==> config.mk <==
export PLATFORM = sky130hd
export DESIGN_NAME = ffl_span_queue
export DESIGN_NICKNAME = d
export VERILOG_FILES = /design/src/rtl/ffl_pkg.sv /design/src/rtl/ffl_span_queue.sv
export SDC_FILE = /design/constraint.sdc
export NUM_CORES = 1
export LEC_CHECK = 0
export BUFFER_PORTS_ARGS = -buffer_cell sky130_fd_sc_hd__buf_2
export CAP_MARGIN = 15
export CELL_PAD_IN_SITES_DETAIL_PLACEMENT = 1
export CELL_PAD_IN_SITES_GLOBAL_PLACEMENT = 2
export CORE_AREA = 4 4 118 120
export DETAILED_ROUTE_END_ITERATION = 7
export DIE_AREA = 0 0 122 124
export MAX_ROUTING_LAYER = met4
export PLACE_DENSITY = 0.85
export SLEW_MARGIN = 20
export SYNTH_ARGS = -nofsm -noshare
export SYNTH_HDL_FRONTEND = slang
export SYNTH_SLANG_ARGS = --single-unit
export TNS_END_PERCENT = 1
==> constraint.sdc <==
create_clock -name clock -period 4.6 [get_ports clock]
set_input_delay 0.69 -clock clock [delete_from_list [all_inputs] [get_ports clock]]
set_output_delay 0.69 -clock clock [all_outputs]
set_load 0.005 [all_outputs]
==> src/rtl/ffl_pkg.sv <==
package ffl_pkg;

   localparam int MAX_WIDTH_DEF  = 256;
   localparam int MAX_HEIGHT_DEF = 256;

   // wide enough for any canvas edge up to 4096
   localparam int COORD_W     = 13;
   localparam int CFG_W       = 9;
   localparam int COUNT_W     = 17;
   localparam int QUEUE_DEPTH = 2;

   localparam logic [COUNT_W-1:0] COUNT_MAX = '1;

   localparam logic [2:0] CMD_FILL    = 3'd0;
   localparam logic [2:0] CMD_STIPPLE = 3'd1;
   localparam logic [2:0] CMD_PIXEL   = 3'd2;
   localparam logic [2:0] CMD_HLINE   = 3'd3;
   localparam logic [2:0] CMD_VLINE   = 3'd4;
   localparam logic [2:0] CMD_OUTLINE = 3'd5;
   localparam logic [2:0] CMD_READ    = 3'd6;

   localparam logic REG_CANVAS_WIDTH  = 1'b0;
   localparam logic REG_CANVAS_HEIGHT = 1'b1;

   typedef enum logic [1:0] {
      SPAN_NONE,
      SPAN_WRITE,
      SPAN_READ
   } span_op_type;

   // one clipped rectangle of work, end coordinates exclusive
   typedef struct packed {
      span_op_type          op;
      logic                 stip;
      logic                 last;
      logic [7:0]           color;
      logic [COORD_W-1:0]   x0;
      logic [COORD_W-1:0]   x1;
      logic [COORD_W-1:0]   y0;
      logic [COORD_W-1:0]   y1;
   } span_type;

endpackage

==> src/rtl/ffl_span_queue.sv <==
module ffl_span_queue (
   input  logic               clock,
   input  logic               reset,
   input  logic               push,
   input  ffl_pkg::span_type  push_span,
   output logic               full,
   input  logic               pop,
   output logic               pop_valid,
   output ffl_pkg::span_type  pop_span
);

   localparam int PW = (ffl_pkg::QUEUE_DEPTH > 1) ? $clog2(ffl_pkg::QUEUE_DEPTH) : 1;
   localparam int CW = $clog2(ffl_pkg::QUEUE_DEPTH + 1);

   ffl_pkg::span_type  entry_ff [ffl_pkg::QUEUE_DEPTH];
   logic [PW-1:0]      wr_ptr_ff, wr_ptr_in, rd_ptr_ff, rd_ptr_in;
   logic [CW-1:0]      count_ff, count_in;

   assign full      = (count_ff == CW'(ffl_pkg::QUEUE_DEPTH));
   assign pop_valid = (count_ff != '0);
   assign pop_span  = entry_ff[rd_ptr_ff];

   always_comb begin
      wr_ptr_in = wr_ptr_ff;
      rd_ptr_in = rd_ptr_ff;
      count_in  = count_ff;
      if (push) begin
         wr_ptr_in = (wr_ptr_ff == PW'(ffl_pkg::QUEUE_DEPTH - 1)) ? '0 : wr_ptr_ff + PW'(1);
      end
      if (pop) begin
         rd_ptr_in = (rd_ptr_ff == PW'(ffl_pkg::QUEUE_DEPTH - 1)) ? '0 : rd_ptr_ff + PW'(1);
      end
      if (push && !pop) begin
         count_in = count_ff + CW'(1);
      end else if (pop && !push) begin
         count_in = count_ff - CW'(1);
      end
   end

   always_ff @(posedge clock) begin
      if (reset) begin
         wr_ptr_ff <= '0;
         rd_ptr_ff <= '0;
         count_ff  <= '0;
      end else begin
         wr_ptr_ff <= wr_ptr_in;
         rd_ptr_ff <= rd_ptr_in;
         count_ff  <= count_in;
      end
      if (push) begin
         entry_ff[wr_ptr_ff] <= push_span;
      end
   end

   a_no_pop_empty: assert property (@(posedge clock) disable iff (reset)
      pop |-> (count_ff != '0))
      else $error("span popped from empty queue");

endmodule

After elaboration in Yosys (flattened, before gate mapping)

Memories as Yosys holds them, arrays and structs flattened. A register that Yosys moved wholly into a read port is not among the register bits.
Cells that the tools add are included.

Flip-flop bits (word level): 4
Memory bits (writable): 128
Output and inout port bits: 66
Memories kept: 1

Memories:

| memory   | words | width | read ports | clocked after memory_dff | write ports | RTL line             | text |
|---|---|---|---|---|---|---|---|
| entry_ff | 2     | 64    | 1          | 1                        | 1           | ffl_span_queue.sv:15 | `ffl_pkg::span_type entry_ff [ffl_pkg::QUEUE_DEPTH];` |

Add/sub/neg operators: 4
Eq/ne operators: 1
Multiplexer cells: 8
Reductions and logical operators: 6

Operators with widths:

| cell                | number |
|---|---|
| $mux 1              | 6 |
| $mux 2              | 2 |
| $reduce_bool 2->1   | 2 |
| $add 1x1->1 const B | 2 |
| $add 2x1->2 const B | 1 |
| $eq 2x2->1 const B  | 1 |
| $logic_and 1x1->1   | 2 |
| $logic_not 1->1     | 2 |
| $sub 2x1->2 const B | 1 |

Logic depth before layout (Yosys ltp)

Gate-level depths: netlist (run 1).

Word-level depth: 4
Gate-level depth with buffers: 5
Mapped depth without buffers: 5

Least setup slack after synthesis (run 1)

OpenSTA, ideal clock, no wires.

Path type: input -> register
From: in push
To: mem entry_ff[0][0] in the netlist's numbering (enable)
Library setup time: 0.494 ns
Arrival: 3.504 ns
Data required time: 4.106 ns
Slack: 0.602 ns
Stages: 1
Buffers on the path: 0
Cell sequence: nor2b_1

Longest elaborated chain between the ends: 2

Ends and longest elaborated chain:

| item                         | RTL line             | text |
|---|---|---|
| start, declared              | ffl_span_queue.sv:4  | `input logic push,` |
| $mux 1                       | ffl_span_queue.sv:50 | `if (push) begin` |
| $mux 1 (not written as such) | ffl_span_queue.sv:51 | `entry_ff[wr_ptr_ff] <= push_span;` |
| end, declared                | ffl_span_queue.sv:15 |  |

No other way between the ends.

==> results of run 1 <==
==> cell type report <==
cell class / instances / area (um2) / share of cell area (%)
Antenna cell: 1 / 2.502 / 0.03956
Clock buffer: 22 / 444.2 / 7.023
Clock inverter: 10 / 178.9 / 2.829
Inverter: 1 / 3.754 / 0.05935
Multi-Input combinational cell: 80 / 837.1 / 13.23
Sequential cell: 133 / 3945 / 62.37
Tap cell: 176 / 220.2 / 3.482
Timing Repair Buffer: 135 / 693.2 / 10.96
==> worst max-delay path by stage <==
stage / start / to / slack, ns / depth (start not counted)
after floorplan: push / entry_ff[0][0]$_DFFE_PP_ / 0.60 / 1
after global placement: flip-flop / pop_span[35] / 1.87 / 3
after detailed placement: flip-flop / pop_span[35] / 1.83 / 3
after CTS: flip-flop / pop_span[35] / 1.38 / 3
after global routing: flip-flop / pop_span[35] / 1.32 / 3
final: flip-flop / pop_span[35] / 1.53 / 3
==> cell families (layout without fill, tap and decap cells) <==
logic type      count (synthesis)  after routing  synth area share, %
simple gates                    9              9                1.006
mux                            64             64                14.86
other cells                     0              1                    0
fa+ha+maj                       1              1               0.2580
flops                         133            133                81.32
xor+xnor                        4              4               0.7225
compound gates                  2              2               0.2062
buf+inv                         8            168                1.625
==> where the power goes <==
group | internal (W) | switching, W
combinational | 0.000136 | 0.000117
sequential | 0.00141 | 0.0000326
clock | 0.000957 | 0.000462
==> synth_stat cells <==
master,number
xnor2_1,2
and2_1,1
buf_4,1
nor2_1,4
edfxtp_1,128
nor2b_1,1
xor2_1,2
dfxtp_1,5
mux2_2,64
a21oi_1,1
o21ai_0,1
or3_1,1
ha_1,1
and2b_2,1
buf_6,6
or2_2,1
inv_1,1
==> routing by layer <==
layer	part of all wire (%)	GRT usage (%)	wire length [um]
met4	2.6	7.143	240
met1	41	14.08	3847
met3	6.2	4.541	579
met2	50	20.93	4656
met5	0	-	0
==> worst max-delay path: stages, from the launching register on <==
cell and delay (ns):
dfxtp_2 0.99, buf_4 0.46, mux2_2 0.39, buf_2 0.13
==> state kept, by name (all words and copies together) (netlist names), named ones only <==
signal / cells
count_ff: 2
entry_ff: 128
rd_ptr_ff: 1
wr_ptr_ff: 1
==> metrics by stage <==
| step | power, W | util [%] | setup WS [ns] | instance area (um2) | hold slack (ns) |
|---|---|---|---|---|---|
| global route | 0.003254 | 48.73 | 1.316 | 6325 | 0.4452 |
| floorplan | 0.001604 | - | 0.6016 | 4850 | 0.4564 |
| global placement | 0.001721 | 43.91 | 1.869 | 5699 | 0.4843 |
| detailed placement | 0.001733 | 43.91 | 1.828 | 5699 | 0.5004 |
| CTS | 0.003171 | 48.71 | 1.378 | 6322 | 0.4448 |
| finish | 0.003119 | 48.73 | 1.526 | 6325 | 0.4691 |
==> metrics.yaml, run 1 <==
status: "complete, no violations"
gp_congestion: 0.6698
slew_violations: 0
setup-tns-final_ns: 0
synthesis.area_mm2: 0.004850
grt_pass1_vias: 2741
fp.dieH_um: 124
grt_max_degree: 65
rsz0062_at_grt: "false"
cts-buffers-inserted: 17
dp_hpwl_um: 6023
cts.reportedPaths.clkPinSlew_ns: 0.06
initial_core_util_pct: 37.36
clock-sinks: 133
hold_violations: 0
relSlewSlack_pct: 30.06
worstHoldStart: "push_span[39]"
fin_skew_ns: 0.005446
final_cells: 558
ir_worst_vdd_mv: 0.2144
clockRootBuffer: "clkbuf_16"
crit_required_ns: 3.91
synth_seq_area_share_pct: 81.32
final_common_cell: "buf_2"
clock_path_buffers: 2
final_nets: 437
power_density_mw_per_mm2: 493.1
wl_per_cell_um: 16.71
min_period_over_period_pct: 66.83
r2r_setup_slack_ns: 2.83
yosysTopAreaCell: "edfxtp_1"
port_buffers: 133
wl_um: 9323
top_level_ports: 134
hold_class: "primary input to flip-flop"
reg2reg_to: "entry_ff[0][33]$_DFFE_PP_"
grt_util_all_layers_pct: 12.95
synth_area_per_cell_um2: 21.94
layout_common_cells: "133 x buf_2, 128 x edfxtp_1, 64 x mux2_2, 17 x clkbuf_16"
cap_violations: 0
crit_type: "flip-flop to output port"
grt_pass1_wl_um: 13870
hold_depth: 1
postCtsSetupBuffers: 0
synth_top_cell_area_share_pct: 79.26
cp_max_fo: 42
fin_crit_ns: 3.074
finalSetupViolCount: 0
rr_worst_depth: 2
antenna_found_initial: 1
cts_tree: "yes"
hold_path_end: "entry_ff[1][39]$_DFFE_PP_"
drt_pass1_iterations: 4
core_region_area_mm2: 0.01298
grt_overflow_total: 0
route.vias.total: 2535
dieArea_mm2: 0.01513
syn_nets: 290
post_cts_resized: 0
synth-seq-cells: 133
tightestPinTransition_ns: 1.049
synthCells: 221
dp_cells: 525
clk_latency_ns: 0.41
worst_setup_path_start_kind: "flip-flop"
fillers: 1244
ys_warn_count: 0
holdBufCountCts: 0
viasPerCell: 4.543
drc: 0
rows: 42
fmax_mhz: 325.3
synth.distinct_cells: 17
p_leak_nw: 2.381
ant_nets: 0
cts-htree-levels: 4
layout-drive-gt1-share_pct: 60.10
drt_iter0_drc: 121
reg2reg_from: "wr_ptr_ff$_SDFFE_PP0P_"
worst_setup_path_end_kind: "output port"
synthTopCellsByArea: "edfxtp_1 79%, mux2_2 15%, dfxtp_1 2.1%"
fp.dieW_um: 122
syn2layout_area_growth_pct: 30.42
worstPathArrival_ns: 2.38
(Power assumes the default switching activity.)
==> run 2: changes to the inputs <==
==> constraint.sdc (replaced) <==
create_clock -name clock -period 2.85 [get_ports clock]
set_input_delay 0.4275 -clock clock [delete_from_list [all_inputs] [get_ports clock]]
set_output_delay 0.4275 -clock clock [all_outputs]
set_load 0.005 [all_outputs]
==> metrics.yaml, run 2 (synthesis results as in run 1) <==
postCtsSetupBuffers: 0  # unchanged
switching_share_pct: 20.79  # +1.2 points
fp.dieW_um: 122  # unchanged
rsz0062_at_grt: "false"
wl_um: 9360  # +0.40%
fp.dieH_um: 124  # unchanged
grt_max_degree: 65  # unchanged
worst_setup_path_start_kind: "flip-flop"
top_level_ports: 134  # unchanged
max_stage_delay_ns: 0.87  # -0.12 ns
crit_required_ns: 2.42  # -1.49 ns
dp_hpwl_um: 6136  # +1.9%
setup-tns-final_ns: 0  # unchanged
regMostFlops: "entry_ff"
crit_chain: "mux2_2 -> buf_2"
p_int_w: 0.003861  # +54%
route.vias.total: 2534  # -0.039%
clock_path_buffers: 2  # unchanged
fmax_mhz: 423.8
drc: 0  # unchanged
core_region_area_mm2: 0.01298  # unchanged
ir_worst_vdd_mv: 0.4413  # +110%
cpMaxStageDelayCell: "dfxtp_4"
fillers: 1272  # +2.3%
rows: 42  # unchanged
cts_tree: "yes"
worstPathArrival_ns: 1.93  # -0.45 ns
wl_per_cell_um: 16.74  # +0.22%
clockPowerShare_pct: 43.9  # -1.6 points
layout-drive-gt1-share_pct: 61.42  # +1.3 points
drt_pass1_iterations: 4  # unchanged
clk_latency_ns: 0.41  # about the same
finalSetupViolCount: 0  # unchanged
grt_util_all_layers_pct: 13.36  # +0.40 points
drt_iter0_drc: 121  # unchanged
largestRegisters: "entry_ff: 128 flops, count_ff: 2 flops"
power_density_mw_per_mm2: 775.6  # +57%
status: "complete, no violations"
grt_overflow_total: 0  # unchanged
dieArea_mm2: 0.01513  # unchanged
viasPerCell: 4.533  # -0.22%
p_leak_nw: 2.347  # -1.4%
cts-htree-levels: 4  # unchanged
crit_type: "flip-flop to output port"
hold_ws_ns: 0.2078  # -0.2613 ns
holdBufCountCts: 0  # unchanged
ant_nets: 0  # unchanged
cap_violations: 0  # unchanged
grt_pass1_vias: 2847  # +3.9%
hold_class: "primary input to flip-flop"
clock-sinks: 133  # unchanged
largest_reg_flops: 128  # unchanged
cts-buffers-inserted: 17  # unchanged
power_frac_comb_pct: 8.0  # about the same
setup_slack_ns: 0.4905  # -1.035 ns
tightestPinTransition_ns: 0.9451  # -0.1039 ns
antenna_found_initial: 2  # +1
fin_crit_ns: 2.359
syn2layout_area_growth_pct: 29.59
fin_skew_ns: 0.006207  # +0.0007609 ns
relSlewSlack_pct: 36.99  # +6.9 points
clockRootBuffer: "clkbuf_16"
hold_violations: 0  # unchanged
place_ws_ns: 0.9030  # -0.9249 ns
layout_common_cells: "133 x buf_2, 128 x edfxtp_1, 64 x mux2_2, 17 x clkbuf_16, 7 x clkinvlp_4"
postLayoutCoreUtil_pct: 48.42  # -0.31 points
post_cts_resized: 0  # unchanged
min_period_over_period_pct: 82.79
initial_core_util_pct: 37.36  # unchanged
final_nets: 437  # unchanged
cp_max_fo: 64  # +52%
p_switching_w: 0.001014  # +66%
worst_setup_path_end_kind: "output port"
cts.reportedPaths.clkPinSlew_ns: 0.05  # about the same
final_common_cell: "buf_2"
gp_congestion: 0.6858  # +2.4%
grt_pass1_wl_um: 14430  # +4.0%
p_seq_share_pct: 48.1  # +1.7 points
slew_violations: 0  # unchanged
port_buffers: 133  # unchanged
-- run 2: changes by cell type in the layout (fill, tap and decap cells not counted), sizes merged --
cell      change
clkbuf        -4
clkinvlp      +6
diode         +1
bufinv        -2
-- run 2: critical path, delay by kind of cell (launching register included) --
kind	cells	cell delay, ns
muxes	1	0.43
DFF	1	0.87
buffers and inverters	1	0.14
-- run 2: per-stage QoR --
step	cell area, um2	power [W]	cells
6_report	6285	0.004875	559
5_1_grt	6285	0.005076	559
4_1_cts	6280	0.004949	557
3_5_place_dp	5689	0.002790	525
3_3_place_gp	5689	0.002773	525
2_1_floorplan	4852	0.002586	221
-- run 2: path summary, 6_finish.rpt --
path                            startpoint                         to  slack, ns  cells past startpoint
setup / recovery                 flip-flop               pop_span[58]       0.49                      2
hold / removal                push_span[4]   entry_ff[1][4]$_DFFE_PP_       0.21                      1
setup reg to reg    wr_ptr_ff$_SDFFE_PP0P_  entry_ff[1][16]$_DFFE_PP_       1.22                      1
hold reg to reg   count_ff[1]$_SDFFE_PP0P_   count_ff[1]$_SDFFE_PP0P_       0.51                      2
-- run 2: layer usage --
| metal | up-vias | GRT usage [%] | routed length (um) |
|---|---|---|---|
| li1 | 1168 | - | - |
| met1 | 1257 | 13.89 | 3718 |
| met2 | 89 | 21.93 | 4819 |
| met3 | 20 | 5.223 | 617 |
| met4 | 0 | 7.283 | 204 |
| met5 | - | - | 0 |
-- run 2: layout make-up --
| type | instances | area [um2] | area share, % |
|---|---|---|---|
| diodes | 2 | 5.005 | 0.07963 |
| well taps | 176 | 220.2 | 3.504 |
| clock inverters | 14 | 161.4 | 2.568 |
| multi-input cells | 80 | 837.1 | 13.32 |
| inverters | 1 | 3.754 | 0.05973 |
| flip-flops and latches | 133 | 3948 | 62.81 |
| clock buffers | 18 | 429.2 | 6.829 |
| repair buffers | 135 | 680.7 | 10.83 |
-- run 2: power by group through the flow --
stage               clock [W]  combinational, W  sequential [W]
finish                0.00214          0.000391         0.00235
global route          0.00228          0.000433         0.00236
CTS                   0.00219          0.000403         0.00235
detailed placement          0          0.000399         0.00239
global placement            0          0.000391         0.00238
floorplan                   0          0.000241         0.00235
==> run 3: changes to the inputs <==
==> constraint.sdc (replaced) <==
create_clock -name clock -period 2.42 [get_ports clock]
set_input_delay 0.363 -clock clock [delete_from_list [all_inputs] [get_ports clock]]
set_output_delay 0.363 -clock clock [all_outputs]
set_load 0.005 [all_outputs]
==> metrics.yaml, run 3 (synthesis results as in run 1) <==
hold_violations: 0  # unchanged
cp_max_fo: 39  # -39%
ant_nets: 0  # unchanged
worst_setup_path_start_kind: "flip-flop"
worstPathArrival_ns: 1.73  # -0.20 ns
final_cells: 558  # -0.18%
cts-htree-levels: 4  # unchanged
crit_required_ns: 2.06  # -0.36 ns
syn2layout_area_growth_pct: 28.56
final_common_cell: "buf_2"
post_cts_resized: 0  # unchanged
largest_reg_flops: 128  # unchanged
clk_latency_ns: 0.40  # about the same
final_nets: 439  # +0.46%
cts_tree: "yes"
grt_pass1_wl_um: 14570  # +1.0%
p_leak_nw: 2.346  # about the same
multi_input_area_um2: 837.1  # unchanged
regMostFlops: "entry_ff"
rows: 42  # unchanged
largestRegisters: "entry_ff: 128 flops, count_ff: 2 flops"
status: "complete, no violations"
top_level_ports: 134  # unchanged
final_cell_area_mm2: 0.006235  # -0.80%
clockRootBuffer: "clkbuf_16"
drc: 0  # unchanged
clock-sinks: 133  # unchanged
wl_um: 9459  # +1.1%
port_buffers: 133  # unchanged
drt_pass1_iterations: 4  # unchanged
grt_pass1_vias: 2776  # -2.5%
fmax_mhz: 478.4
grt_max_degree: 65  # unchanged
power_density_mw_per_mm2: 874.7  # +13%
relSlewSlack_pct: 64.88  # +28 points
min_period_over_period_pct: 86.37
rsz0062_at_grt: "false"
wl_per_cell_um: 16.95  # +1.2%
layout_common_cells: "133 x buf_2, 128 x edfxtp_1, 64 x mux2_2, 17 x clkbuf_16, 6 x clkbuf_1"
fin_skew_ns: 0.003637  # -0.002570 ns
holdBufCountCts: 0  # unchanged
crit_type: "flip-flop to output port"
antenna_found_initial: 0  # -2
tightestPinTransition_ns: 0.5268  # -0.4183 ns
viasPerCell: 4.536  # about the same
slew_violations: 0  # unchanged
gp_congestion: 0.6969  # +1.6%
finalSetupViolCount: 0  # unchanged
hold_class: "primary input to flip-flop"
dp_cells: 527  # +0.38%
postPlaceCellArea_mm2: 0.005727  # +0.66%
route.vias.total: 2531  # -0.12%
dieArea_mm2: 0.01513  # unchanged
grt_overflow_total: 0  # unchanged
fin_crit_ns: 2.090
setup-tns-final_ns: 0  # unchanged
postCtsSetupBuffers: 0  # unchanged
fp.dieH_um: 124  # unchanged
worst_setup_path_end_kind: "output port"
dp_hpwl_um: 6497  # +5.9%
hold_ws_ns: 0.1485  # -0.05929 ns
ir_worst_vdd_mv: 0.4922  # +12%
clock_path_buffers: 2  # unchanged
diodes: 0  # -2
cts-buffers-inserted: 17  # unchanged
drt_iter0_drc: 179  # +48%
layout-drive-gt1-share_pct: 59.42  # -2.0 points
cap_violations: 0  # unchanged
core_region_area_mm2: 0.01298  # unchanged
grt_util_all_layers_pct: 13.49  # +0.13 points
fillers: 1283  # +0.86%
initial_core_util_pct: 37.36  # unchanged
cts.reportedPaths.clkPinSlew_ns: 0.05  # about the same
fp.dieW_um: 122  # unchanged
regArea_mm2: 0.003945  # about the same
-- run 3: changes by cell type in the layout (fill, tap and decap cells not counted), sizes merged --
cell / delta
bufinv: -2
clkinvlp: -7
diode: -2
buf: +2
clkbuf: +5
clkinv: +3
-- run 3: final cells by class --
cell class	count	area share [%]
clock inverter	8	0.9633
multi-input combinational	80	13.43
inverter	1	0.06020
timing repair buffer	137	11.56
tap	176	3.532
clock buffer	23	7.184
sequential	133	63.28
-- run 3: final timing paths --
check,from,cells after the start,endpoint,slack [ns]
max,flip-flop,3,pop_span[8],0.33
min,push_span[12],1,entry_ff[0][12]$_DFFE_PP_,0.15
max reg2reg,wr_ptr_ff$_SDFFE_PP0P_,2,entry_ff[1][60]$_DFFE_PP_,0.91
min reg2reg,rd_ptr_ff$_SDFFE_PP0P_,2,rd_ptr_ff$_SDFFE_PP0P_,0.54
-- run 3: worst max-delay path: stages, from the launching register on --
cell and delay, ns:
dfxtp_2 0.32, buf_4 0.42, mux2_2 0.41, buf_2 0.13
-- run 3: routing by layer --
metal	vias to the layer above	share of wire (%)	GRT usage, %
met4	0	1.5	5.882
met2	83	53	22.27
met5	-	0	-
met3	11	5.6	4.314
li1	1168	-	-
met1	1269	40	15.18
-- run 3: metrics by stage --
stage	util [%]	power, W	setup WS (ns)
after floorplan	-	0.003045	0.07049
after detailed placement	44.12	0.003304	0.7378
after global routing	48.03	0.005727	0.2338
after CTS	48.03	0.005548	0.2925
after global placement	44.12	0.003276	0.7540
final	48.03	0.005454	0.3298
-- run 3: power breakdown --
group | switching [W] | internal (W) | leakage, nW
clock | 0.000830 | 0.00138 | 0.249
combinational | 0.000250 | 0.000264 | 0.854
sequential | 0.0000375 | 0.00269 | 1.24
