==> config.mk <==
export PLATFORM = sky130hd
export DESIGN_NAME = ffl_front
export DESIGN_NICKNAME = d
export VERILOG_FILES = /design/src/rtl/ffl_pkg.sv /design/src/rtl/ffl_front.sv
export SDC_FILE = /design/constraint.sdc
export NUM_CORES = 1
export LEC_CHECK = 0
export BUFFER_PORTS_ARGS = -buffer_cell sky130_fd_sc_hd__clkbuf_2
export CAP_MARGIN = 20
export CORE_MARGIN = 8
export CORE_UTILIZATION = 55
export DETAILED_ROUTE_END_ITERATION = 8
export PLACE_DENSITY_LB_ADDON = 0.05
export SYNTH_ARGS = -nofsm -noshare
export SYNTH_HDL_FRONTEND = slang
export SYNTH_SLANG_ARGS = --single-unit
==> constraint.sdc <==
create_clock -name clock -period 18.1 [get_ports clock]
set_input_delay 0 -clock clock [delete_from_list [all_inputs] [get_ports clock]]
set_output_delay 0 -clock clock [all_outputs]
set_load 0.1 [all_outputs]
==> src/rtl/ffl_pkg.sv <==
package ffl_pkg;

   localparam int MAX_WIDTH_DEF  = 256;
   localparam int MAX_HEIGHT_DEF = 256;

   // wide enough for any canvas edge up to 4096
   localparam int COORD_W     = 13;
   localparam int CFG_W       = 9;
   localparam int COUNT_W     = 17;
   localparam int QUEUE_DEPTH = 2;

   localparam logic [COUNT_W-1:0] COUNT_MAX = '1;

   localparam logic [2:0] CMD_FILL    = 3'd0;
   localparam logic [2:0] CMD_STIPPLE = 3'd1;
   localparam logic [2:0] CMD_PIXEL   = 3'd2;
   localparam logic [2:0] CMD_HLINE   = 3'd3;
   localparam logic [2:0] CMD_VLINE   = 3'd4;
   localparam logic [2:0] CMD_OUTLINE = 3'd5;
   localparam logic [2:0] CMD_READ    = 3'd6;

   localparam logic REG_CANVAS_WIDTH  = 1'b0;
   localparam logic REG_CANVAS_HEIGHT = 1'b1;

   typedef enum logic [1:0] {
      SPAN_NONE,
      SPAN_WRITE,
      SPAN_READ
   } span_op_type;

   // one clipped rectangle of work, end coordinates exclusive
   typedef struct packed {
      span_op_type          op;
      logic                 stip;
      logic                 last;
      logic [7:0]           color;
      logic [COORD_W-1:0]   x0;
      logic [COORD_W-1:0]   x1;
      logic [COORD_W-1:0]   y0;
      logic [COORD_W-1:0]   y1;
   } span_type;

endpackage

==> src/rtl/ffl_front.sv <==
module ffl_front (
   input  logic                          clock,
   input  logic                          reset,
   input  logic                          req_valid,
   output logic                          req_stall,
   input  logic [2:0]                    req_cmd,
   input  logic signed [15:0]            req_pos_x,
   input  logic signed [15:0]            req_pos_y,
   input  logic signed [15:0]            req_extent_a,
   input  logic signed [15:0]            req_extent_b,
   input  logic [7:0]                    req_color,
   input  logic [ffl_pkg::COORD_W-1:0]   eff_w,
   input  logic [ffl_pkg::COORD_W-1:0]   eff_h,
   input  logic                          clr_done,
   input  logic                          q_full,
   output logic                          q_push,
   output ffl_pkg::span_type             q_span
);

   typedef enum logic {FE_IDLE, FE_GEN} fe_state_type;

   typedef struct packed {
      logic [ffl_pkg::COORD_W-1:0] lo;
      logic [ffl_pkg::COORD_W-1:0] hi;
      logic                        ok;
   } range_type;

   fe_state_type         state_ff, state_in;
   logic [1:0]           step_ff, step_in;
   logic [2:0]           cmd_ff, cmd_in;
   logic signed [15:0]   px_ff, px_in, py_ff, py_in, ea_ff, ea_in, eb_ff, eb_in;
   logic [7:0]           color_ff, color_in;

   logic signed [17:0]   px_s, py_s, ea_s, eb_s;
   logic signed [17:0]   xa, xb, ya, yb;
   logic                 sw_x, sw_y, stip, last;
   ffl_pkg::span_op_type op;
   range_type            rx, ry;

   // order the end points if asked, then clip to [0, lim)
   function automatic range_type clip(input logic signed [17:0] a,
                                      input logic signed [17:0] b,
                                      input logic swap,
                                      input logic [ffl_pkg::COORD_W-1:0] lim);
      logic signed [17:0] lo_s;
      logic signed [17:0] hi_s;
      logic signed [17:0] lim_s;
      range_type          r;
      lo_s  = (swap && (b < a)) ? b : a;
      hi_s  = (swap && (b < a)) ? a : b;
      lim_s = $signed({{(18 - ffl_pkg::COORD_W){1'b0}}, lim});
      if (lo_s < 18'sd0) begin
         lo_s = 18'sd0;
      end
      if (hi_s > lim_s) begin
         hi_s = lim_s;
      end
      r.ok = lo_s < hi_s;
      r.lo = lo_s[ffl_pkg::COORD_W-1:0];
      r.hi = hi_s[ffl_pkg::COORD_W-1:0];
      return r;
   endfunction

   assign px_s = {{2{px_ff[15]}}, px_ff};
   assign py_s = {{2{py_ff[15]}}, py_ff};
   assign ea_s = {{2{ea_ff[15]}}, ea_ff};
   assign eb_s = {{2{eb_ff[15]}}, eb_ff};

   always_comb begin
      xa   = px_s;
      xb   = px_s + 18'sd1;
      ya   = py_s;
      yb   = py_s + 18'sd1;
      sw_x = 1'b0;
      sw_y = 1'b0;
      stip = 1'b0;
      last = 1'b1;
      op   = ffl_pkg::SPAN_WRITE;
      unique case (cmd_ff) inside
         ffl_pkg::CMD_FILL, ffl_pkg::CMD_STIPPLE: begin
            xb   = px_s + ea_s;
            yb   = py_s + eb_s;
            stip = (cmd_ff == ffl_pkg::CMD_STIPPLE);
         end
         ffl_pkg::CMD_PIXEL: begin
            op = ffl_pkg::SPAN_WRITE;
         end
         ffl_pkg::CMD_HLINE: begin
            xb   = ea_s;
            sw_x = 1'b1;
         end
         ffl_pkg::CMD_VLINE: begin
            yb   = eb_s;
            sw_y = 1'b1;
         end
         ffl_pkg::CMD_OUTLINE: begin
            last = (step_ff == 2'd3);
            unique case (step_ff)
               2'd0: begin
                  xb   = ea_s + 18'sd1;
                  sw_x = 1'b1;
               end
               2'd1: begin
                  xb   = ea_s + 18'sd1;
                  sw_x = 1'b1;
                  ya   = eb_s;
                  yb   = eb_s + 18'sd1;
               end
               2'd2: begin
                  ya   = py_s + 18'sd1;
                  yb   = eb_s;
                  sw_y = 1'b1;
               end
               default: begin
                  xa   = ea_s;
                  xb   = ea_s + 18'sd1;
                  ya   = py_s + 18'sd1;
                  yb   = eb_s;
                  sw_y = 1'b1;
               end
            endcase
         end
         ffl_pkg::CMD_READ: begin
            op = ffl_pkg::SPAN_READ;
         end
         default: begin
            op = ffl_pkg::SPAN_NONE;
         end
      endcase
   end

   assign rx = clip(xa, xb, sw_x, eff_w);
   assign ry = clip(ya, yb, sw_y, eff_h);

   always_comb begin
      q_span.op    = (rx.ok && ry.ok) ? op : ffl_pkg::SPAN_NONE;
      q_span.stip  = stip;
      q_span.last  = last;
      q_span.color = color_ff;
      q_span.x0    = rx.lo;
      q_span.x1    = rx.hi;
      q_span.y0    = ry.lo;
      q_span.y1    = ry.hi;
   end

   assign q_push    = (state_ff == FE_GEN) && !q_full;
   assign req_stall = (state_ff != FE_IDLE) || !clr_done;

   always_comb begin
      state_in = state_ff;
      step_in  = step_ff;
      cmd_in   = cmd_ff;
      px_in    = px_ff;
      py_in    = py_ff;
      ea_in    = ea_ff;
      eb_in    = eb_ff;
      color_in = color_ff;
      unique case (state_ff)
         FE_IDLE: begin
            if (req_valid && !req_stall) begin
               state_in = FE_GEN;
               step_in  = 2'd0;
               cmd_in   = req_cmd;
               px_in    = req_pos_x;
               py_in    = req_pos_y;
               ea_in    = req_extent_a;
               eb_in    = req_extent_b;
               color_in = req_color;
            end
         end
         default: begin
            if (q_push) begin
               if (last) begin
                  state_in = FE_IDLE;
               end else begin
                  step_in = step_ff + 2'd1;
               end
            end
         end
      endcase
   end

   always_ff @(posedge clock) begin
      if (reset) begin
         state_ff <= FE_IDLE;
         step_ff  <= 2'd0;
      end else begin
         state_ff <= state_in;
         step_ff  <= step_in;
      end
      cmd_ff   <= cmd_in;
      px_ff    <= px_in;
      py_ff    <= py_in;
      ea_ff    <= ea_in;
      eb_ff    <= eb_in;
      color_ff <= color_in;
   end

   a_accept_starts_gen: assert property (@(posedge clock) disable iff (reset)
      (req_valid && !req_stall) |=> (state_ff == FE_GEN && step_ff == 2'd0))
      else $error("accepted word did not start span generation");

endmodule

# [After elaboration in Yosys (flattened, before gate mapping)]
# Cells that the tools add are included.
[totals] regBits=78 output_inout_bits=66 elab_cells=85
[op_classes] addsub=7 magnitude_cmp=8 n_eq_ne=11 n_mux=32 n_bitwise=1 n_reduce_logical=18
[ops] op="18-bit 2-to-1 mux" n=12
[ops] op="18-bit one-hot mux with 3 select lines" n=2
[ops] op="18-bit less-than comparator" n=4
[ops] op="18-bit one-hot mux with 2 select lines" n=2
[ops] op="16-bit by 2-bit adder with 17-bit output, second input constant" n=4
[ops] op="18-bit by 14-bit > comparator with 1-bit output" n=2
[ops] op="18-bit by 1-bit less-than comparator with 1-bit output, second input constant" n=2
[ops] op="16-bit by 16-bit adder with 17-bit output" n=2
[ops] op="2-bit 2-to-1 mux" n=5
[ops] op="3-bit equality test, second input constant" n=3
[ops] op="1-bit 2-to-1 mux" n=8
[ops] op="3-bit by 2-bit equality test with 1-bit output, second input constant" n=2
[ops] op="6-bit OR reduction" n=1
[ops] op="1-bit logical AND" n=5
[ops] op="2-bit equality test, second input constant" n=2
[ops] op="2-bit inequality test, second input constant" n=2
[ops] op="1-bit one-hot mux with 2 select lines" n=2
[ops] op="2-bit one-hot mux with 2 select lines" n=1
[ops] op="2-bit OR reduction" n=2
[ops] op="3-bit by 1-bit equality test with 1-bit output, second input constant" n=1
[ops] op="1-bit zero test" n=3
[ops] op="3-bit zero test" n=1
[ops] op="3-bit AND reduction" n=1
[ops] op="3-bit OR reduction" n=1
[ops] op="7 further kinds" n=7

# [Longest topological paths before layout]
# Gate-level depths: netlist (run 1).
[logic_depth] depth_word=12 mapped_depth=46 ltp_nobuf=44

# [Least setup slack after synthesis (run 1)]
# OpenSTA, ideal clock, no wires.
[synth_timing] path_kind="register -> output" from="reg eb_ff[0]" to="out q_span[62] (netlist name)" arrival_time_ns=9.261 required_time_ns=18.100 setup_slack_ns=8.839 stages_incl_launch_ff=33 n_path_buf=2 cell_sequence="edfxtp_1 ha_1 inv_1 fa_1 nand2b_1 a21oi_1 nor2_1 o21bai_1 a21oi_1 xor2_1 o221ai_1 mux2i_1 inv_1 ha_1 and4_1 o211ai_1 a311oi_1 o21a_1 buf_2 nand2_1 and2_1 clkbuf_1 a211oi_1 ha_1 a21oi_1 o221ai_1 nor2_1 nor3_1 a2111oi_0 o221ai_1 nor3_1 a21oi_2 a221oi_2"
[synth_rtl] element="from (decl)" line="ffl_front.sv:31" text="logic signed [15:0] px_ff, px_in, py_ff, py_in, ea_ff, ea_in, eb_ff, eb_in;"
[synth_rtl] element="from (signal assigned)" line="ffl_front.sv:195" text="eb_ff <= eb_in;"
[synth_rtl] element="to (decl)" line="ffl_front.sv:17" text="output ffl_pkg::span_type q_span"

==> results of run 1 <==
[power by group]
part           switching (mW)  total (mW)  internal [mW]
clock                  0.0786       0.214          0.135
combinational           0.288       0.410          0.122
sequential             0.0152       0.223          0.208
total                   0.382       0.847          0.465
[metrics by stage]
| stage | area, um^2 | utilization, % | std cells | total power [mW] | hold WS, ps |
|---|---|---|---|---|---|
| global placement | 11200 | 60.71 | 1611 | 0.6135 | 176.3 |
| detailed placement | 11200 | 60.71 | 1611 | 0.6165 | 178.6 |
| CTS | 12320 | 66.76 | 1704 | 0.8421 | 94.88 |
| global route | 12330 | 66.83 | 1706 | 0.8883 | 147.9 |
| floorplan | 10210 | - | 1254 | 0.5350 | 69.07 |
| finish | 12330 | 66.83 | 1706 | 0.8470 | 115.5 |
[critical path, delay by kind of cell, from the launching register on]
kind / cells / cell delay, ps
and+or+nand+nor: 6 / 630
muxes: 1 / 370
xor gates and xnor gates: 1 / 350
buffers and inverters: 2 / 820
AOI/OAI and AO/OA: 25 / 5450
adders and majority gates: 5 / 1570
DFF: 1 / 550
[cell usage after synthesis (12+ instances only)]
master / count / share of area (%)
sky130_fd_sc_hd__nor3_1: 25 / 1.2
sky130_fd_sc_hd__xor2_1: 35 / 3.0
sky130_fd_sc_hd__o21ai_0: 86 / 4.2
sky130_fd_sc_hd__a21oi_1: 83 / 4.1
sky130_fd_sc_hd__a211oi_1: 25 / 1.8
sky130_fd_sc_hd__a221oi_1: 13 / 1.1
sky130_fd_sc_hd__o22ai_1: 25 / 1.5
sky130_fd_sc_hd__clkbuf_1: 30 / 1.1
sky130_fd_sc_hd__nand3_1: 40 / 2.0
sky130_fd_sc_hd__mux2i_1: 44 / 4.3
sky130_fd_sc_hd__a21o_1: 25 / 1.8
sky130_fd_sc_hd__a22oi_1: 20 / 1.5
sky130_fd_sc_hd__buf_2: 21 / 1.0
sky130_fd_sc_hd__a31oi_1: 12 / 0.73
sky130_fd_sc_hd__inv_1: 99 / 3.6
sky130_fd_sc_hd__nand4_1: 34 / 2.1
sky130_fd_sc_hd__edfxtp_1: 75 / 22
sky130_fd_sc_hd__xnor2_1: 29 / 2.5
sky130_fd_sc_hd__nor2_1: 101 / 3.7
sky130_fd_sc_hd__nand2_1: 86 / 3.2
sky130_fd_sc_hd__o221ai_1: 12 / 1.0
sky130_fd_sc_hd__o211ai_1: 16 / 1.2
sky130_fd_sc_hd__nand2b_1: 13 / 0.80
sky130_fd_sc_hd__ha_1: 130 / 16
sky130_fd_sc_hd__o21a_1: 19 / 1.4
[metal layers]
layer,up-vias,track usage [%],wire (um)
li1,5185,-,-
met1,4869,40.23,15660
met2,534,39.92,13540
met3,46,7.402,3750
met4,0,7.235,576
met5,-,0,0
[flip-flops by register name, summed over array words and instances (netlist names)]
signal and cells:
color_ff 8, eb_ff 16, state_ff 1, step_ff 2, px_ff 16, ea_ff 16
cmd_ff 3, py_ff 16
[path summary, 6_finish.rpt]
path | end | from | cells past startpoint | slack [ps]
min | step_ff[0] | q_full | 5 | 120
min reg2reg | step_ff[1] | step_ff[1] | 2 | 590
max | q_span[62] | eb_ff[1] | 40 | 8000
max reg2reg | state_ff | state_ff | 6 | 15270
[kinds of logic after synthesis]
family                   synth area share, %
XOR/XNOR                               5.487
multiplexers                           4.899
buffers and inverters                  6.137
adder cells (fa/ha/maj)                16.32
AND/OR/NAND/NOR                        18.88
flip-flops                             22.64
AO/OA/AOI/OAI                          25.65
[area by class of cell]
class,instances,area (um^2)
Multi-Input combinational cell,1019,7300
Sequential cell,78,2312
Clock inverter,7,121.4
Clock buffer,9,225.2
Tap cell,234,292.8
Timing Repair Buffer,259,1707
Inverter,100,375.4
Fill cell,1593,6122
==> summary by stage, run 1 <==
Status
The run finished with clean final reports.

Synth
Synthesis produced a netlist with a net count of 1492. The register area share after synthesis is 22.64%. For this run, the leading register cell type out of synthesis is sky130_fd_sc_hd__edfxtp_1. The post-synthesis cell count is 1254.

Each instance of the synthesized netlist takes up on average 8.146 um^2. The mapped netlist covers 10210 um^2. The number of synthesized register bits is 78. After synthesis, the share of flip-flops with an asynchronous set or reset is 0%.

During synthesis, Yosys emitted a total of 0 warnings. The synthesized netlist contains 86 unique library cells. Yosys mapped a number of flops with a built-in enable equal to 75.

Timing
Adding up every negative setup slack in the final design gives 0 ps. The final clock period utilization by the worst path is 55.81%. The relative slew slack is 28.88%. The final critical-path required period is 10100 ps. Once routing completed, OpenROAD measured the worst setup slack at 7998 ps. Static timing analysis puts the maximum clock frequency at 0.09899 GHz. The final number of max-transition violations came to 0. Setup repair after global routing left no endpoint under its margin. Across the routed clock network, the largest skew measured is 11.70 ps. The hold violation total from the final report is 0.

The slew at the pin closest to its max-slew limit is 1067 ps. The number of endpoints failing setup at the final stage is 0.

Placement
Before CTS, the worst setup slack after placement is 8142 ps. During placement, the flow inserted port buffers numbering 171. The wire-length estimate of the detail-placed layout is 25.21 mm. The weighted congestion at the end of routability-driven global placement is 0.9610.

Floorplanning
The floorplan step defined a die boundary enclosing 23190 um^2. Measured along the y axis, the die boundary spans 152.3 um. The area of the placeable core is 18460 um^2.

The die width is 152.3 um. Once the floorplan was initialized, standard cells occupied 55.35% of the core. The floorplan has 50 rows.

Pin placement for this block handled 172 I/O pins.

Detailed routing
The iteration-0 DRC count of the detailed router is 872. After detailed routing, the number of remaining DRC violations is 0. The mean number of vias per cell is 6.233. The via count is 10630.

After detailed routing, the average wire length per cell comes to 19.65 um. The total iterations of the first detailed-routing run is 6. Summed over all layers, the routed wires come to 33.53 mm. The detail route stage leaves a number of antenna-violating nets equal to 0.

Critical path
The arrival time reported for the critical path endpoint is 10100 ps. On the critical path, the stage with the largest delay is an instance of sky130_fd_sc_hd__o21ai_2. The most frequent cell on the critical path is sky130_fd_sc_hd__ha_1. The type of element capturing the critical path is an output port. The startpoint type of the worst setup path is a flip-flop. At the worst endpoint, the required time is 18100 ps. Of all nets on the critical path, the largest fanout is 23. In this design, the stage delay of the slowest critical-path cell is 830 ps.

The startpoint-to-endpoint class of the critical path is flip-flop to output port.

Run
Across the run, the number of max-cap violations was 0.

Clock tree
The number of sinks driven by the clock tree is 78. The clock network latency to the later pin of the worst-skew pair is 350 ps. In this run the clock root is driven by a sky130_fd_sc_hd__clkbuf_16. The count of H-tree levels built during CTS is 3. The number of buffers created by CTS is 9. The post-cts hold buffer count is 77. TritonCTS built the clock tree. The post-CTS setup buffer count is 0. In this run the deepest clock path goes through 2 buffers. The clock-pin slew on the worst setup and hold paths is 70 ps. The number of gates resized after CTS was 0.

Cells and area
In the layout the commonest cells are 171 x sky130_fd_sc_hd__clkbuf_2, 130 x sky130_fd_sc_hd__ha_1, 99 x sky130_fd_sc_hd__inv_1, 99 x sky130_fd_sc_hd__nor2_1. The net count of the finished layout is 1705. The library cell used most frequently in the layout, excluding fill and tap cells, is sky130_fd_sc_hd__clkbuf_2. The number of diodes added for antenna fixing is 0. The area growth from synthesis to layout is 20.74%. The ratio of cells with drive above 1 in the final layout is 15.69%.

Power and ir drop
Power spread over the standard cell area amounts to 68.67 nW/um^2. The leakage power is 5.463 nW. VDD sags by at most 0.1034 mV.

GRT
The aggregate global-route resource usage is 27.84%. The largest net degree at the start of global routing is 47. The final global-route overflow total is 0. The number of global-route vias before repair is 9823.

The number of antenna violations at the first check in global routing was 0. The first global-routing pass estimated 52.74 mm of wire.

Worst hold path
The min-delay analysis places its worst path in the category input port to flip-flop.
Power figures use the tool's default switching activity.
==> inputs of run 2 (changes only) <==
ABC_AREA = 1   (was default)
CORE_UTILIZATION = 53   (was 55)
clock period = 8.6 ns   (was 18.1 ns; I/O delays follow)
==> run 2 against run 1 <==
Against the previous run:
- sequential share of layout area is 0.92 points lower
- die area is 4.4% higher
- combinational power is 140% higher
- critical path type unchanged
- critical path depth is 9 higher
- highest routed layer unchanged
- largest cell class unchanged
- critical endpoint unchanged
- largest power group unchanged
==> summary by stage, run 2 <==
Timing
The slew at the pin closest to its max-slew limit is 682.0 ps (was 1067 ps). The worst-case clock skew came to 16.66 ps (was 11.70 ps). The number of endpoints failing setup at the final stage came to 0 (unchanged). Of the available clock period, the critical path in the final layout requires 94.53%. The hold violation total from the final report is 0 (unchanged). The fmax is 0.1230 GHz. After layout, the minimum clock period comes to 8130 ps.

The relative slew slack is 54.05% (was 28.88%). The final number of max-transition violations is 0 (unchanged).

Cells and area
The area used by sequential logic in the layout was 2312 um^2 (unchanged). Most frequent cells in the layout: 356 x sky130_fd_sc_hd__nand2_1, 194 x sky130_fd_sc_hd__inv_1, 165 x sky130_fd_sc_hd__clkbuf_2, 129 x sky130_fd_sc_hd__ha_1, 122 x sky130_fd_sc_hd__nor2_1 (was 171 x sky130_fd_sc_hd__clkbuf_2, 130 x sky130_fd_sc_hd__ha_1, 99 x sky130_fd_sc_hd__inv_1, 99 x sky130_fd_sc_hd__nor2_1). The final cell utilization of the core was 67.32% (was 66.83%). The area growth from synthesis to layout is 25.61% (was 20.74%).

The number of diodes added for antenna fixing is 0 (unchanged). The area used by multi-input combinational logic came to 7238 um^2 (was 7300 um^2). The final instance area is 12970 um^2 (was 12330 um^2). The most frequent standard cell in the layout excluding fill and tap cells was sky130_fd_sc_hd__nand2_1 (was sky130_fd_sc_hd__clkbuf_2).

The count of nets after finishing was 2023 (was 1705). The fill cell total of the finished layout is 1724 (was 1593). The ratio of cells with drive above 1 in the final layout is 17.04% (was 15.69%).

Synth
The register area share after synthesis came to 22.39% (was 22.64%). The most common cell in the netlist is sky130_fd_sc_hd__nand2_1 (was sky130_fd_sc_hd__ha_1). The post-synth net total is 1764 (was 1492). The post-synthesis cell count was 1526 (was 1254). The warning count from the yosys run was 0 (unchanged). The dominant cell type by area after synthesis is sky130_fd_sc_hd__edfxtp_1 (unchanged). The commonest register cell after synthesis is sky130_fd_sc_hd__edfxtp_1 (unchanged).

Post-synth top cells: 359 x sky130_fd_sc_hd__nand2_1, 196 x sky130_fd_sc_hd__inv_1, 130 x sky130_fd_sc_hd__ha_1, 125 x sky130_fd_sc_hd__nor2_1, 122 x sky130_fd_sc_hd__o21ai_0 (was 130 x sky130_fd_sc_hd__ha_1, 101 x sky130_fd_sc_hd__nor2_1, 99 x sky130_fd_sc_hd__inv_1, 86 x sky130_fd_sc_hd__nand2_1, 86 x sky130_fd_sc_hd__o21ai_0). The number of enable-type register cells in the synthesized netlist came to 75 (unchanged). The cell area after synthesis is 10330 um^2 (was 10210 um^2). The distinct cell type count after synthesis is 59 (was 86). The mean instance size in the synthesized netlist came to 6.768 um^2 (was 8.146 um^2).

Cell types with the largest area share after synthesis: sky130_fd_sc_hd__edfxtp_1 22%, sky130_fd_sc_hd__ha_1 16%, sky130_fd_sc_hd__nand2_1 13% (was sky130_fd_sc_hd__edfxtp_1 22%, sky130_fd_sc_hd__ha_1 16%, sky130_fd_sc_hd__mux2i_1 4.3%). The area share of the largest cell type after synthesis came to 21.81% (was 22.05%). The number of synthesized register bits is 78 (unchanged). The proportion of register bits with asynchronous set or reset after synthesis came to 0% (unchanged).

Detailed routing
The post-detailed-route DRC marker count is 0 (unchanged). The count of nets left with antenna violations after detail routing is 0 (unchanged). The mean number of vias per cell is 5.772 (was 6.233).

The detailed-route wire length is 36.47 mm (was 33.53 mm). The via count is 11860 (was 10630). The total iterations of the first detailed-routing run came to 5 (was 6). The iteration-0 DRC count of the detailed router was 916 (was 872).

The routed length per instance came to 17.75 um (was 19.65 um).

Clock tree
The clock tree from TritonCTS was done (unchanged). The clock network latency to the later pin of the worst-skew pair is 360 ps (was 350 ps). The number of buffers created by CTS is 9 (unchanged). The count of H-tree levels built during CTS is 3 (unchanged).

The clock root buffer master is sky130_fd_sc_hd__clkbuf_16 (unchanged). The number of sinks driven by the clock tree is 78 (unchanged). The maximum clock path buffer count is 2 (unchanged). The clock-pin slew on the worst setup and hold paths was 60 ps (was 70 ps).

Worst hold path
The class of the tightest hold or removal check is input port to flip-flop (unchanged). The launch instance of the worst min-delay path was q_full (unchanged).

Critical path
The data required time at the worst endpoint was 8600 ps (was 18100 ps). The type of element capturing the critical path is an output port (unchanged). The worst-path maximum fanout came to 24 (was 23).

The startpoint type of the worst setup path is a flip-flop (unchanged). The most frequent cell on the critical path is sky130_fd_sc_hd__nand2_1 (was sky130_fd_sc_hd__ha_1). The startpoint of the lowest-slack register-to-register path is cmd_ff[2] (was state_ff). The peak per-stage delay on the critical path was 450 ps (was 830 ps). The startpoint of the worst setup timing path was eb_ff[0] (was eb_ff[1]).

The startpoint-to-endpoint class of the critical path is flip-flop to output port (unchanged). The arrival time reported for the critical path endpoint was 8130 ps (was 10100 ps). The highest-delay cell along the critical path is sky130_fd_sc_hd__edfxtp_1 (was sky130_fd_sc_hd__o21ai_2).

GRT
The final global-route overflow total is 0 (unchanged). The largest net degree at the start of global routing came to 51 (was 47). The aggregate global-route resource usage is 29.04% (was 27.84%).

The first-pass GRT wire length is 56.44 mm (was 52.74 mm). The number of antenna violations at the first check in global routing was 0 (unchanged). The number of global-route vias before repair is 11020 (was 9823).

Run
The max-capacitance violation count came to 0 (unchanged).

Status
Result of the run: complete, no violations (unchanged).

Placement
The placed cell area is 11620 um^2 (was 11200 um^2). The count of input and output buffers is 171 (unchanged). The weighted congestion at the end of routability-driven global placement is 0.9345 (was 0.9610).

The post-DP HPWL is 27.54 mm (was 25.21 mm).

Floorplanning
The die width is 155.6 um (was 152.3 um). The die area is 24210 um^2 (was 23190 um^2). The total I/O pin count was 172 (unchanged). The placement row count is 51 (was 50). The effective utilization at floorplan came to 53.59% (was 55.35%).

The area of the placeable core is 19270 um^2 (was 18460 um^2). The die outline height came to 155.6 um (was 152.3 um).

Power and ir drop
The leakage power is 6.341 nW (was 5.463 nW). The power density over the cells is 144.4 nW/um^2 (was 68.67 nW/um^2). The maximum vdd ir drop is 0.1762 mV (was 0.1034 mV).
run 2: metrics by stage:
stage	TNS, ps	setup WS (ps)	hold WS (ps)	power [mW]	instances
after global routing	-83.56	-52.44	49.62	1.968	2055
final	0	470.2	23.48	1.874	2055
after CTS	0	167.8	6.967	1.831	2040
after detailed placement	-3.341	-3.341	178.6	1.368	1948
after global placement	0	233.2	176.6	1.356	1948
after floorplan	-665.3	-332.7	69.07	1.163	1526
run 2: logic make-up after synthesis:
logic type,synth area share [%]
compound gates,21.20
buf+inv,9.462
mux,0.09693
flops,22.39
fa+ha+maj,16.14
xor+xnor,2.120
simple gates,28.59
run 2: report_power, final:
group / switching, mW / internal (mW)
logic: 0.701 / 0.273
clock network: 0.183 / 0.256
registers: 0.0230 / 0.437
total: 0.907 / 0.967
run 2: path summary, 6_finish.rpt:
kind	slack, ps	to	cells past startpoint
worst max-delay path	470	q_span[62]	49
worst min-delay path	20	step_ff[1]	4
worst max register to register	6450	step_ff[0]	7
worst min register to register	520	step_ff[1]	2
run 2: what timing repair did:
| item | in CTS | in global routing |
|---|---|---|
| pin swaps | 0 | 6 |
| cloned | 0 | 3 |
| gates resized for setup | 9 | 36 |
| setup buffers | 0 | 12 |
| setup endpoints to repair | 2 | 2 |
| hold endpoints to repair | 78 | 0 |
| hold buffers | 76 | 0 |
run 2: cell type report:
cell class              instances  area share (%)
well taps                     265           2.556
repair buffers                282           15.21
inverters                     209           6.144
clock buffers                   9           1.736
clock inverters                 7          0.7330
flip-flops and latches         78           17.82
multi-input cells            1205           55.80
run 2: worst max-delay path: cells and delay by family, from the launching register on:
family | cells | cell delay, ps
buffers and inverters | 5 | 610
AO/OA/AOI/OAI | 13 | 2330
adder cells (fa/ha/maj) | 6 | 1610
AND/OR/NAND/NOR | 25 | 2750
flip-flops | 1 | 450
run 2: routing by layer:
layer / wire [um] / part of all wire [%] / up-vias / GRT usage [%]
met3: 4027 / 11 / 48 / 7.064
met1: 16430 / 45 / 5389 / 40.96
met5: 0 / 0 / - / 0
li1: - / - / 5854 / -
met2: 15380 / 42 / 570 / 43.13
met4: 629 / 1.7 / 0 / 8.041
==> inputs of run 3 (changes only) <==
ABC_AREA = default   (was 1)
==> run 3 against run 2 <==
Against the previous run:
- maximum frequency down 4.0%
- final cell count down 9.5%
- via count down 4.4%
- first-iteration DRC count up 14%
- critical endpoint unchanged
- total power up 0.98%
- final area up 7.0%
- worst setup slack worse by 340 ps
- clock skew down 1.7 ps
- worst hold slack better by 150 ps
- non-clock buffer count up 104
==> summary by stage, run 3 (synthesis results as in run 1) <==
Cells and area
The number of diodes added for antenna fixing is 0 (unchanged). The ratio of cells with drive above 1 in the final layout is 27.58% (was 17.04%). The count of nets after finishing was 1832 (was 2023). Most frequent cells in the layout: 169 x sky130_fd_sc_hd__clkbuf_2, 132 x sky130_fd_sc_hd__buf_4, 119 x sky130_fd_sc_hd__ha_1, 97 x sky130_fd_sc_hd__inv_1, 94 x sky130_fd_sc_hd__nor2_1 (was 356 x sky130_fd_sc_hd__nand2_1, 194 x sky130_fd_sc_hd__inv_1, 165 x sky130_fd_sc_hd__clkbuf_2, 129 x sky130_fd_sc_hd__ha_1, 122 x sky130_fd_sc_hd__nor2_1). The final instance area came to 13880 um^2 (was 12970 um^2). The most frequent standard cell in the layout excluding fill and tap cells is sky130_fd_sc_hd__clkbuf_2 (was sky130_fd_sc_hd__nand2_1). The area growth from synthesis to layout is 35.89% (was 25.61%).

Clock tree
The number of sinks driven by the clock tree was 78 (unchanged). The clock root buffer master is sky130_fd_sc_hd__clkbuf_16 (unchanged). The count of H-tree levels built during CTS is 3 (unchanged).

The number of buffers created by CTS was 9 (unchanged). The clock tree from TritonCTS is done (unchanged). The clock network latency to the later pin of the worst-skew pair is 350 ps (was 360 ps).

The clock-pin slew on the worst setup and hold paths was 70 ps (was 60 ps). The maximum clock path buffer count is 2 (unchanged).

Power and ir drop
The maximum vdd ir drop was 0.1540 mV (was 0.1762 mV). The power density over the cells was 136.3 nW/um^2 (was 144.4 nW/um^2). The leakage power is 6.160 nW (was 6.341 nW).

Detailed routing
The via count is 11340 (was 11860). The count of nets left with antenna violations after detail routing was 0 (unchanged). The post-detailed-route DRC marker count was 0 (unchanged). The total iterations of the first detailed-routing run came to 6 (was 5). The detailed-route wire length is 36.48 mm (was 36.47 mm). The mean number of vias per cell came to 6.099 (was 5.772). The iteration-0 DRC count of the detailed router is 1041 (was 916).

The routed length per instance was 19.63 um (was 17.75 um).

Timing
Setup repair after global routing could not meet its margin everywhere. The number of endpoints failing setup at the final stage was 0 (unchanged). The final number of max-transition violations is 0 (unchanged). The slack of the critical path is 127.5 ps (was 470.2 ps). The relative slew slack is 37.74% (was 54.05%). The final clock period utilization by the worst path is 98.52% (was 94.53%). The fmax is 0.1180 GHz (was 0.1230 GHz). The worst-case clock skew was 14.99 ps (was 16.66 ps). The slew at the pin closest to its max-slew limit came to 933.9 ps (was 682.0 ps).

The final critical-path required period is 8473 ps (was 8130 ps). The hold violation total from the final report is 0 (unchanged).

GRT
The number of global-route vias before repair is 10570 (was 11020). The final global-route overflow total is 0 (unchanged). The largest net degree at the start of global routing came to 45 (was 51). The number of antenna violations at the first check in global routing is 0 (unchanged).

The aggregate global-route resource usage came to 28.88% (was 29.04%). The first-pass GRT wire length is 56.20 mm (was 56.44 mm).

Floorplanning
The effective utilization at floorplan was 54.25% (was 53.59%). The die width is 154.8 um (was 155.6 um). The area of the placeable core is 18830 um^2 (was 19270 um^2).

The die outline height came to 154.8 um (was 155.6 um). The die area is 23970 um^2 (was 24210 um^2). The placement row count came to 50 (was 51).

The total I/O pin count is 172 (unchanged).

Critical path
The highest-delay cell along the critical path is sky130_fd_sc_hd__or3_4 (was sky130_fd_sc_hd__edfxtp_1). The type of element capturing the critical path is an output port (unchanged). The worst-path maximum fanout is 10 (was 24). The startpoint-to-endpoint class of the critical path was flip-flop to output port (unchanged). The arrival time reported for the critical path endpoint is 8470 ps (was 8130 ps).

The startpoint type of the worst setup path is a flip-flop (unchanged). The peak per-stage delay on the critical path is 410 ps (was 450 ps). The data required time at the worst endpoint is 8600 ps (about the same).

Placement
The post-DP HPWL is 26.68 mm (was 27.54 mm). The worst setup slack before clock tree synthesis is -41.32 ps (was -3.341 ps). The weighted congestion at the end of routability-driven global placement is 0.9498 (was 0.9345). The count of input and output buffers was 171 (unchanged). The placed cell area is 12040 um^2 (was 11620 um^2).

Run
The max-capacitance violation count was 0 (unchanged).

Status
Result of the run: complete, no violations (unchanged).

Worst hold path
The class of the tightest hold or removal check is input port to flip-flop (unchanged).
-- run 3: cell types whose count changed in the layout (fill, tap and decap cells not counted), moves of 16 or more --
cell	previous run	this run
sky130_fd_sc_hd__a211oi_1	31	15
sky130_fd_sc_hd__a21o_1	6	25
sky130_fd_sc_hd__a21oi_1	104	67
sky130_fd_sc_hd__a22oi_1	0	20
sky130_fd_sc_hd__buf_4	34	132
sky130_fd_sc_hd__inv_1	194	97
sky130_fd_sc_hd__mux2i_1	1	29
sky130_fd_sc_hd__nand2_1	356	85
sky130_fd_sc_hd__nand3_1	96	40
sky130_fd_sc_hd__nor2_1	122	94
sky130_fd_sc_hd__o21a_1	1	19
sky130_fd_sc_hd__o21ai_0	103	75
sky130_fd_sc_hd__o21ai_2	21	3
sky130_fd_sc_hd__xnor2_1	0	29
-- run 3: path summary, 6_finish.rpt --
| path | to | start | cells after the start | slack, ps |
|---|---|---|---|---|
| worst max-delay path | q_span[62] | ea_ff[0] | 41 | 130 |
| worst min-delay path | step_ff[1] | q_full | 5 | 170 |
| worst max register to register | state_ff | state_ff | 6 | 5780 |
| worst min register to register | step_ff[1] | step_ff[1] | 2 | 600 |
-- run 3: power breakdown --
| part | switching [mW] | internal [mW] | total [mW] |
|---|---|---|---|
| Sequential | 0.0188 | 0.437 | 0.456 |
| Clock | 0.177 | 0.228 | 0.405 |
| Combinational | 0.673 | 0.359 | 1.03 |
| Total | 0.869 | 1.02 | 1.89 |
-- run 3: area by class of cell --
class,instances,area (um^2)
Clock buffer,10,229.0
Multi-Input combinational cell,1019,7821
Clock inverter,6,70.07
Timing Repair Buffer,386,2748
Fill cell,1404,4950
Tap cell,260,325.3
Inverter,100,375.4
Sequential cell,78,2312
-- run 3: critical path: cells and delay by family (launching register included) --
kind / cells / cell delay, ps
AND/OR/NAND/NOR: 5 / 870
AO/OA/AOI/OAI: 22 / 3890
multiplexers: 1 / 260
flip-flops: 1 / 400
XOR/XNOR: 1 / 180
adder cells (fa/ha/maj): 6 / 1440
buffers and inverters: 6 / 1060
-- run 3: through the flow --
stage	util, %	cells	hold slack, ps	setup TNS [ps]	power, mW
floorplan	-	1254	69.07	0	1.131
global placement	63.95	1732	176.3	0	1.352
finish	73.71	1859	172.8	0	1.892
global route	73.71	1859	191.6	-603.1	1.981
CTS	70.66	1832	122.2	0	1.814
detailed placement	63.95	1732	178.6	-58.00	1.360
-- run 3: metal layers --
metal	track usage, %	vias to the layer above	wire length [um]
met3	6.325	47	4060
met1	40.62	5276	16100
met5	0	-	0
li1	-	5426	-
met2	44.04	589	15840
met4	6.813	0	491
-- run 3: what timing repair did --
action	in CTS	in global routing
setup endpoints to repair	2	2
gates cloned	1	0
pin swaps	17	46
hold buffers	77	0
setup buffers	6	27
endpoints found under the hold margin	78	0
gates resized for setup	29	81
